File: src/design/picp_pkg.sv
// Shared types, constants and codes for the point-in-convex-polygon core.
`timescale 1ns / 1ps

package picp_pkg;

    localparam int MAX_VERTICES = 64;
    localparam int COORD_WIDTH  = 16;
    localparam int COUNT_WIDTH  = 7;
    localparam int SLOT_WIDTH   = 6;
    localparam int ADDR_WIDTH   = $clog2(MAX_VERTICES);
    // Wide enough to hold the vertex count plus one, the final read index.
    localparam int NUM_WIDTH    = $clog2(MAX_VERTICES + 2);
    localparam int DIFF_WIDTH   = COORD_WIDTH + 1;
    localparam int PROD_WIDTH   = 2 * DIFF_WIDTH;

    localparam logic MODE_LOAD  = 1'b0;
    localparam logic MODE_QUERY = 1'b1;

    typedef enum logic [1:0] {
        ST_IDLE,
        ST_RUN,
        ST_DONE
    } state_t;

    typedef struct packed {
        logic signed [COORD_WIDTH-1:0] x;
        logic signed [COORD_WIDTH-1:0] y;
    } vertex_t;

    typedef struct packed {
        logic valid;
        logic last;
    } edge_ctl_t;

    typedef struct packed {
        logic valid;
        logic last;
        logic neg;
    } edge_res_t;

endpackage

File: src/design/point_in_convex_polygon_core.sv
// Top level: vertex store, edge sequencer and result register.
// A load beat gives no result; the next beat can follow at once.
// A query over n stored vertices (n >= 2) reads one vertex and tests one edge per cycle; its
// result is loaded in the done state, and the next beat is taken once that result is loaded.
// A count of zero or one skips the edge walk and answers as inside.
// Reset clears the vertex count and all control state; the vertex store is undefined until loaded.
`timescale 1ns / 1ps

module point_in_convex_polygon_core
(
    input  logic                                    clk,
    input  logic                                    rst_n,
    input  logic                                    in_valid,
    output logic                                    in_stall,
    input  logic                                    mode,
    input  logic [picp_pkg::SLOT_WIDTH-1:0]         slot,
    input  logic signed [picp_pkg::COORD_WIDTH-1:0] coord_x,
    input  logic signed [picp_pkg::COORD_WIDTH-1:0] coord_y,
    output logic                                    out_valid,
    input  logic                                    out_stall,
    output logic                                    inside_res,
    input  logic                                    cfg_valid,
    output logic                                    cfg_ready,
    input  logic [picp_pkg::COUNT_WIDTH-1:0]        vertex_count
);

    localparam int AW = picp_pkg::ADDR_WIDTH;
    localparam int NW = picp_pkg::NUM_WIDTH;

    picp_pkg::state_t    state_reg, state_next;
    logic [picp_pkg::COUNT_WIDTH-1:0] count_reg;
    logic [NW-1:0]       n_sat;
    logic [NW-1:0]       n_reg;
    logic [NW-1:0]       rd_cnt_reg, rd_cnt_next;
    logic                rd_issue;
    logic [AW-1:0]       rd_addr;
    logic                rd_vld_reg, rd_first_reg, rd_last_reg;
    picp_pkg::vertex_t   rd_data_reg;
    picp_pkg::vertex_t   prev_reg;
    logic signed [picp_pkg::COORD_WIDTH-1:0] px_reg, py_reg;
    logic                inside_acc_reg;
    logic                out_valid_reg;
    logic                inside_res_reg;
    logic                in_accept;
    logic                load_accept;
    logic                query_accept;
    logic                short_query;
    logic                out_load;
    logic                slot_ok;
    logic [AW-1:0]       wr_addr;
    picp_pkg::edge_ctl_t edge_ctl;
    picp_pkg::edge_res_t edge_res;

    picp_pkg::vertex_t   vertex_mem [picp_pkg::MAX_VERTICES];

    assign cfg_ready  = 1'b1;
    assign out_valid  = out_valid_reg;
    assign inside_res = inside_res_reg;

    always_comb
    begin
        if (32'(count_reg) > picp_pkg::MAX_VERTICES)
            n_sat = NW'(picp_pkg::MAX_VERTICES);
        else
            n_sat = NW'(count_reg);
    end

    assign in_accept    = in_valid && !in_stall;
    assign load_accept  = in_accept && (mode == picp_pkg::MODE_LOAD);
    assign query_accept = in_accept && (mode == picp_pkg::MODE_QUERY);
    // With fewer than two vertices no edge can give a negative sign.
    assign short_query  = (n_sat <= NW'(1));
    assign slot_ok      = (32'(slot) < picp_pkg::MAX_VERTICES);
    assign wr_addr      = AW'(slot);

    // Next-state logic.
    always_comb
    begin
        state_next = state_reg;
        case (state_reg)
            picp_pkg::ST_IDLE:
            begin
                if (query_accept)
                    state_next = short_query ? picp_pkg::ST_DONE : picp_pkg::ST_RUN;
            end
            picp_pkg::ST_RUN:
            begin
                if (edge_res.valid && edge_res.last)
                    state_next = picp_pkg::ST_DONE;
            end
            picp_pkg::ST_DONE:
            begin
                if (!out_valid_reg || !out_stall)
                    state_next = picp_pkg::ST_IDLE;
            end
            default:
            begin
                state_next = picp_pkg::ST_IDLE;
            end
        endcase
    end

    // Output and datapath control.
    always_comb
    begin
        in_stall    = 1'b1;
        rd_issue    = 1'b0;
        out_load    = 1'b0;
        rd_cnt_next = rd_cnt_reg;
        case (state_reg)
            picp_pkg::ST_IDLE:
            begin
                in_stall    = 1'b0;
                rd_cnt_next = '0;
            end
            picp_pkg::ST_RUN:
            begin
                rd_issue = (rd_cnt_reg <= n_reg);
                if (rd_issue)
                    rd_cnt_next = rd_cnt_reg + NW'(1);
            end
            picp_pkg::ST_DONE:
            begin
                out_load = !out_valid_reg || !out_stall;
            end
            default:
            begin
                in_stall = 1'b1;
            end
        endcase
    end

    // The read after the last vertex wraps to slot zero to close the polygon.
    assign rd_addr = (rd_cnt_reg == n_reg) ? '0 : rd_cnt_reg[AW-1:0];

    always_ff @(posedge clk)
    begin
        if (load_accept && slot_ok)
            vertex_mem[wr_addr] <= '{x: coord_x, y: coord_y};
        if (rd_issue)
            rd_data_reg <= vertex_mem[rd_addr];
    end

    always_ff @(posedge clk or negedge rst_n)
    begin
        if (!rst_n)
        begin
            state_reg      <= picp_pkg::ST_IDLE;
            count_reg      <= '0;
            n_reg          <= '0;
            rd_cnt_reg     <= '0;
            rd_vld_reg     <= 1'b0;
            rd_first_reg   <= 1'b0;
            rd_last_reg    <= 1'b0;
            inside_acc_reg <= 1'b1;
            out_valid_reg  <= 1'b0;
        end
        else
        begin
            state_reg    <= state_next;
            rd_cnt_reg   <= rd_cnt_next;
            rd_vld_reg   <= rd_issue;
            rd_first_reg <= rd_issue && (rd_cnt_reg == '0);
            rd_last_reg  <= rd_issue && (rd_cnt_reg == n_reg);
            if (cfg_valid && cfg_ready)
                count_reg <= vertex_count;
            if (query_accept)
            begin
                n_reg          <= n_sat;
                inside_acc_reg <= 1'b1;
            end
            else if (edge_res.valid && edge_res.neg)
                inside_acc_reg <= 1'b0;
            if (out_load)
                out_valid_reg <= 1'b1;
            else if (!out_stall)
                out_valid_reg <= 1'b0;
        end
    end

    always_ff @(posedge clk)
    begin
        if (query_accept)
        begin
            px_reg <= coord_x;
            py_reg <= coord_y;
        end
        if (rd_vld_reg)
            prev_reg <= rd_data_reg;
        if (out_load)
            inside_res_reg <= inside_acc_reg;
    end

    assign edge_ctl.valid = rd_vld_reg && !rd_first_reg;
    assign edge_ctl.last  = rd_last_reg;

    picp_edge_unit u_edge
    (
        .clk     (clk),
        .rst_n   (rst_n),
        .ctl     (edge_ctl),
        .vert_a  (prev_reg),
        .vert_b  (rd_data_reg),
        .point_x (px_reg),
        .point_y (py_reg),
        .res     (edge_res)
    );

    // Edge results only arrive while a query walks its edges.
    assert property (@(posedge clk) disable iff (!rst_n)
        edge_res.valid |-> state_reg == picp_pkg::ST_RUN)
        else $error("edge result outside a running query");

    // A new result is only presented after the done state.
    assert property (@(posedge clk) disable iff (!rst_n)
        $rose(out_valid_reg) |-> $past(state_reg) == picp_pkg::ST_DONE)
        else $error("result presented without a finished query");

    // The read counter never goes beyond one past the wrap read.
    assert property (@(posedge clk) disable iff (!rst_n)
        state_reg == picp_pkg::ST_RUN |-> rd_cnt_reg <= n_reg + NW'(1))
        else $error("read counter overran the vertex count");

    // A query over fewer than two vertices goes straight to done as inside.
    assert property (@(posedge clk) disable iff (!rst_n)
        query_accept && short_query |=> state_reg == picp_pkg::ST_DONE && inside_acc_reg)
        else $error("short query not reported as inside");

endmodule

File: src/design/picp_edge_unit.sv
// Pipelined edge test: sign of cross(B - A, P - A), one edge per cycle.
`timescale 1ns / 1ps

module picp_edge_unit
(
    input  logic                                   clk,
    input  logic                                   rst_n,
    input  picp_pkg::edge_ctl_t                    ctl,
    input  picp_pkg::vertex_t                      vert_a,
    input  picp_pkg::vertex_t                      vert_b,
    input  logic signed [picp_pkg::COORD_WIDTH-1:0] point_x,
    input  logic signed [picp_pkg::COORD_WIDTH-1:0] point_y,
    output picp_pkg::edge_res_t                    res
);

    localparam int DW = picp_pkg::DIFF_WIDTH;
    localparam int PW = picp_pkg::PROD_WIDTH;

    picp_pkg::edge_ctl_t   s1_ctl_reg;
    picp_pkg::edge_ctl_t   s2_ctl_reg;
    logic signed [DW-1:0]  dx_reg, dy_reg, tx_reg, ty_reg;
    logic signed [DW-1:0]  dx_next, dy_next, tx_next, ty_next;
    logic signed [PW-1:0]  p1_reg, p2_reg;
    logic signed [PW-1:0]  p1_next, p2_next;

    always_comb
    begin
        dx_next = DW'(vert_b.x) - DW'(vert_a.x);
        dy_next = DW'(vert_b.y) - DW'(vert_a.y);
        tx_next = DW'(point_x) - DW'(vert_a.x);
        ty_next = DW'(point_y) - DW'(vert_a.y);
        p1_next = PW'(dx_reg) * PW'(ty_reg);
        p2_next = PW'(dy_reg) * PW'(tx_reg);
    end

    always_ff @(posedge clk or negedge rst_n)
    begin
        if (!rst_n)
        begin
            s1_ctl_reg <= '0;
            s2_ctl_reg <= '0;
        end
        else
        begin
            s1_ctl_reg <= ctl;
            s2_ctl_reg <= s1_ctl_reg;
        end
    end

    always_ff @(posedge clk)
    begin
        dx_reg <= dx_next;
        dy_reg <= dy_next;
        tx_reg <= tx_next;
        ty_reg <= ty_next;
        p1_reg <= p1_next;
        p2_reg <= p2_next;
    end

    // The point lies on the outer side of the edge when dx*ty < dy*tx.
    always_comb
    begin
        res.valid = s2_ctl_reg.valid;
        res.last  = s2_ctl_reg.last;
        res.neg   = (p1_reg < p2_reg);
    end

endmodule
File: config.mk
export PLATFORM = sky130hd
export DESIGN_NAME = point_in_convex_polygon_core
export DESIGN_NICKNAME = d
export VERILOG_FILES = /design/src/design/picp_pkg.sv /design/src/design/point_in_convex_polygon_core.sv /design/src/design/picp_edge_unit.sv
export SDC_FILE = /design/constraint.sdc
export NUM_CORES = 2
export LEC_CHECK = 0
export BUFFER_PORTS_ARGS = -buffer_cell sky130_fd_sc_hd__buf_2
export CORE_AREA = 3 3 568 570
export DETAILED_ROUTE_END_ITERATION = 8
export DIE_AREA = 0 0 571 573
export SLEW_MARGIN = 10
export SYNTH_ARGS = -nofsm -noshare
export SYNTH_HDL_FRONTEND = slang
export SYNTH_SLANG_ARGS = --single-unit
File: constraint.sdc
create_clock -name clk -period 7.8 [get_ports clk]
set_input_delay 1.56 -clock clk [delete_from_list [all_inputs] [get_ports clk]]
set_output_delay 1.56 -clock clk [all_outputs]
set_load 0.05 [all_outputs]
==> results.py <==
metrics = {
    "logic_synthesis": {
        "syn_area_per_cell_um2": 12.5,
        "synth_cells": 9099,
        "ys_types": 76,
        "synth.top_cell.area_share_pct": 56.4,
        "synth_common_cells": "2145 x edfxtp_1, 1281 x nand2_1, 708 x inv_1",
        "yosysWarnings": 0,
        "yosysMostFrequentCell": "edfxtp_1",
        "yosysTopAreaCell": "edfxtp_1",
        "ys_seq_area_share_pct": 59.5,
        "ys_seq_elements": 2313,
        "ys.flop_type": "edfxtp_1",
        "synth-edff-count": 2145,
        "yosys-top-cells-area": "edfxtp_1 56%, fa_1 10%, nand2_1 4.2%",
        "netlist_area_um2": 114000,
        "synthArstFlopShare_pct": 1.38,
        "synthesis.nets": 10000,
    },
    "clocking": {
        "hold_buffers": 0,
        "htreeDepth": 4,
        "clock_path_buffers": 4,
        "cts_buffers": 231,
        "post_cts_resized": 0,
        "cts_tree": "built",
        "postCtsSetupBuffers": 0,
        "clk_pin_slew_ns": 0.06,
        "clkSinkCount": 2313,
        "clockRootBuffer": "clkbuf_16",
        "insertion_delay_ns": 0.89,
    },
    "routing": {
        "firstDrtPassIters": 7,
        "detail-route-antenna-nets": 0,
        "vias": 73800,
        "routed_wl_um": 332000,
        "drt-initial-drc-count": 8100,
        "vias_per_cell": 5.51,
        "drc": 0,
        "avgRoutedWirePerCell_um": 24.8,
    },
    "setup_path": {
        "end_kind": "flop",
        "crit_required_ns": 8.50,
        "critPathKind": "flop to flop",
        "critPathArrivalTime_ns": 7.66,
        "cp-start-kind": "flop",
        "cp_max_fo": 17,
    },
    "sta": {
        "worstMarginPinSlew_ns": 1.07,
        "hold_viol": 0,
        "maxSlewViolCount": 0,
        "min_period_over_period_pct": 89.2,
        "finClkSkew_ns": 0.0961,
        "rsz0062_at_grt": "false",
        "min_period_ns": 6.95,
        "final.setup.tns_ns": 0,
        "finalSetupViolations": 0,
        "fmax_mhz": 144,
        "slew_headroom_pct": 28.2,
    },
    "hold_path": {
        "hp-class": "flop to flop",
    },
    "flow_run": {
        "maxCapViolations": 0,
    },
    "final_layout": {
        "drive_above_1_share_pct": 7.47,
        "syn2layout_area_growth_pct": 11.2,
        "final_nets": 9934,
        "largest_register_ff_count": 2048,
    },
    "grt": {
        "grt_pass1_wl_um": 491000,
        "antenna_found_initial": 27,
        "grt_max_degree": 127,
        "track_usage_pct": 19.9,
        "grt-ovfl-total": 0,
        "grt_pass1_vias": 73300,
    },
    "status": {
        "outcome": "complete, no violations",
    },
    "placed_design": {
        "globalplace.congestion": 0.884,
        "port_buffers": 53,
        "dp_hpwl_um": 201000,
    },
    "floorplanning": {
        "core_region_area_um2": 318000,
        "fp.dieW_um": 571,
        "rows": 207,
        "boundaryPins": 55,
        "start_util_pct": 35.9,
        "die_area_um2": 327000,
        "die_h_um": 573,
    },
}
[stage by stage]
step	setup slack [ns]	cells	hold slack (ns)	utilization [%]	cell area [um^2]
3_5_place_dp	0.980	13000	0.335	37.6	120000
3_3_place_gp	1.19	13000	0.333	37.6	120000
6_report	0.845	13400	0.347	40.0	127000
4_1_cts	0.898	13400	0.349	39.9	127000
2_1_floorplan	1.65	9099	0.331	-	114000
5_1_grt	0.428	13400	0.358	39.9	127000
[cell usage in the layout, fill, tap and decap left out, drive strengths merged, types with 24 or more instances in the layout]
cell    instances
xnor2          93
fa            596
buf           240
nor2          312
a311oi        174
and2          294
o21a           27
edfxtp       2145
o21ai         107
a21o           28
a211oi         59
dfxtp         136
clkbuf        282
and3           24
nor3          117
dfrtp          31
a31oi          65
o221ai         26
ha            276
a21oi         351
nand2        1282
clkinv         96
nand3         555
inv           716
o211ai        442
mux4           26
or3           436
nand2b         24
nor2b          26
[routing by layer]
metal  vias to the layer above  wire length (um)  GRT usage [%]  share of wire [%]
met5                         -                20              0             0.0060
met4                         4             10700           6.16                3.2
met3                       569             27200           3.39                8.2
met2                      3290            157000           32.0                 47
met1                     37600            138000           27.4                 41
li1                      32400                 -              -                  -
[final timing paths]
kind / from / to / slack (ns) / cells after the start
min: u_edge.s1_ctl_reg[0]$_DFF_PN0_ / u_edge.res[1]$_DFF_PN0_ / 0.35 / 0
max in group asynchronous: rst_n / rd_cnt_reg[0]$_DFFE_PN0P_ / 6.32 / 1
min in group asynchronous: rst_n / count_reg[1]$_DFFE_PN0P_ / 0.84 / 1
min reg2reg: u_edge.s1_ctl_reg[0]$_DFF_PN0_ / u_edge.res[1]$_DFF_PN0_ / 0.35 / 0
max: u_edge.ty_reg[2]$_DFF_P_ / u_edge.p1_reg[33]$_DFF_P_ / 0.85 / 20
max reg2reg: u_edge.ty_reg[2]$_DFF_P_ / u_edge.p1_reg[33]$_DFF_P_ / 0.85 / 20
[worst max-delay path, cell delays in order (launching register included)]
cell	delay [ns]
dfxtp_1	0.79
nand2_1	0.20
inv_1	0.17
fa_1	0.57
fa_1	0.90
fa_1	0.52
fa_1	0.51
fa_1	0.50
inv_1	0.05
fa_1	0.49
inv_1	0.05
ha_1	0.35
nand4_1	0.11
nor2_1	0.19
nand2_1	0.08
a21oi_1	0.25
nand4bb_1	0.23
nand3_1	0.12
a31oi_1	0.31
nor4_1	0.09
a311oi_1	0.32
[cells by family after synthesis]
| family | after synthesis | share of synthesized area (%) |
|---|---|---|
| adder cells (fa/ha/maj) | 872 | 13.5 |
| XOR/XNOR | 106 | 0.813 |
| flip-flops | 2313 | 59.5 |
| other | 1 | 0.00329 |
| buffers and inverters | 1270 | 4.29 |
| AO/OA/AOI/OAI | 1364 | 8.21 |
| AND/OR/NAND/NOR | 3118 | 12.9 |
| multiplexers | 55 | 0.775 |
[layout make-up]
class                      instances  area [um^2]
antenna                           15         37.5
clock buffer                     282         6080
clock inverter                   134         1210
fill                           29400       191000
inverter                         709         2670
multi-input combinational       5516        41900
sequential                      2313        67900
tap                             4180         5230
timing repair buffer             240         1930
Power is not shown: default switching activity piles up to over one toggle a cycle in this logic, so the estimate is an artifact.
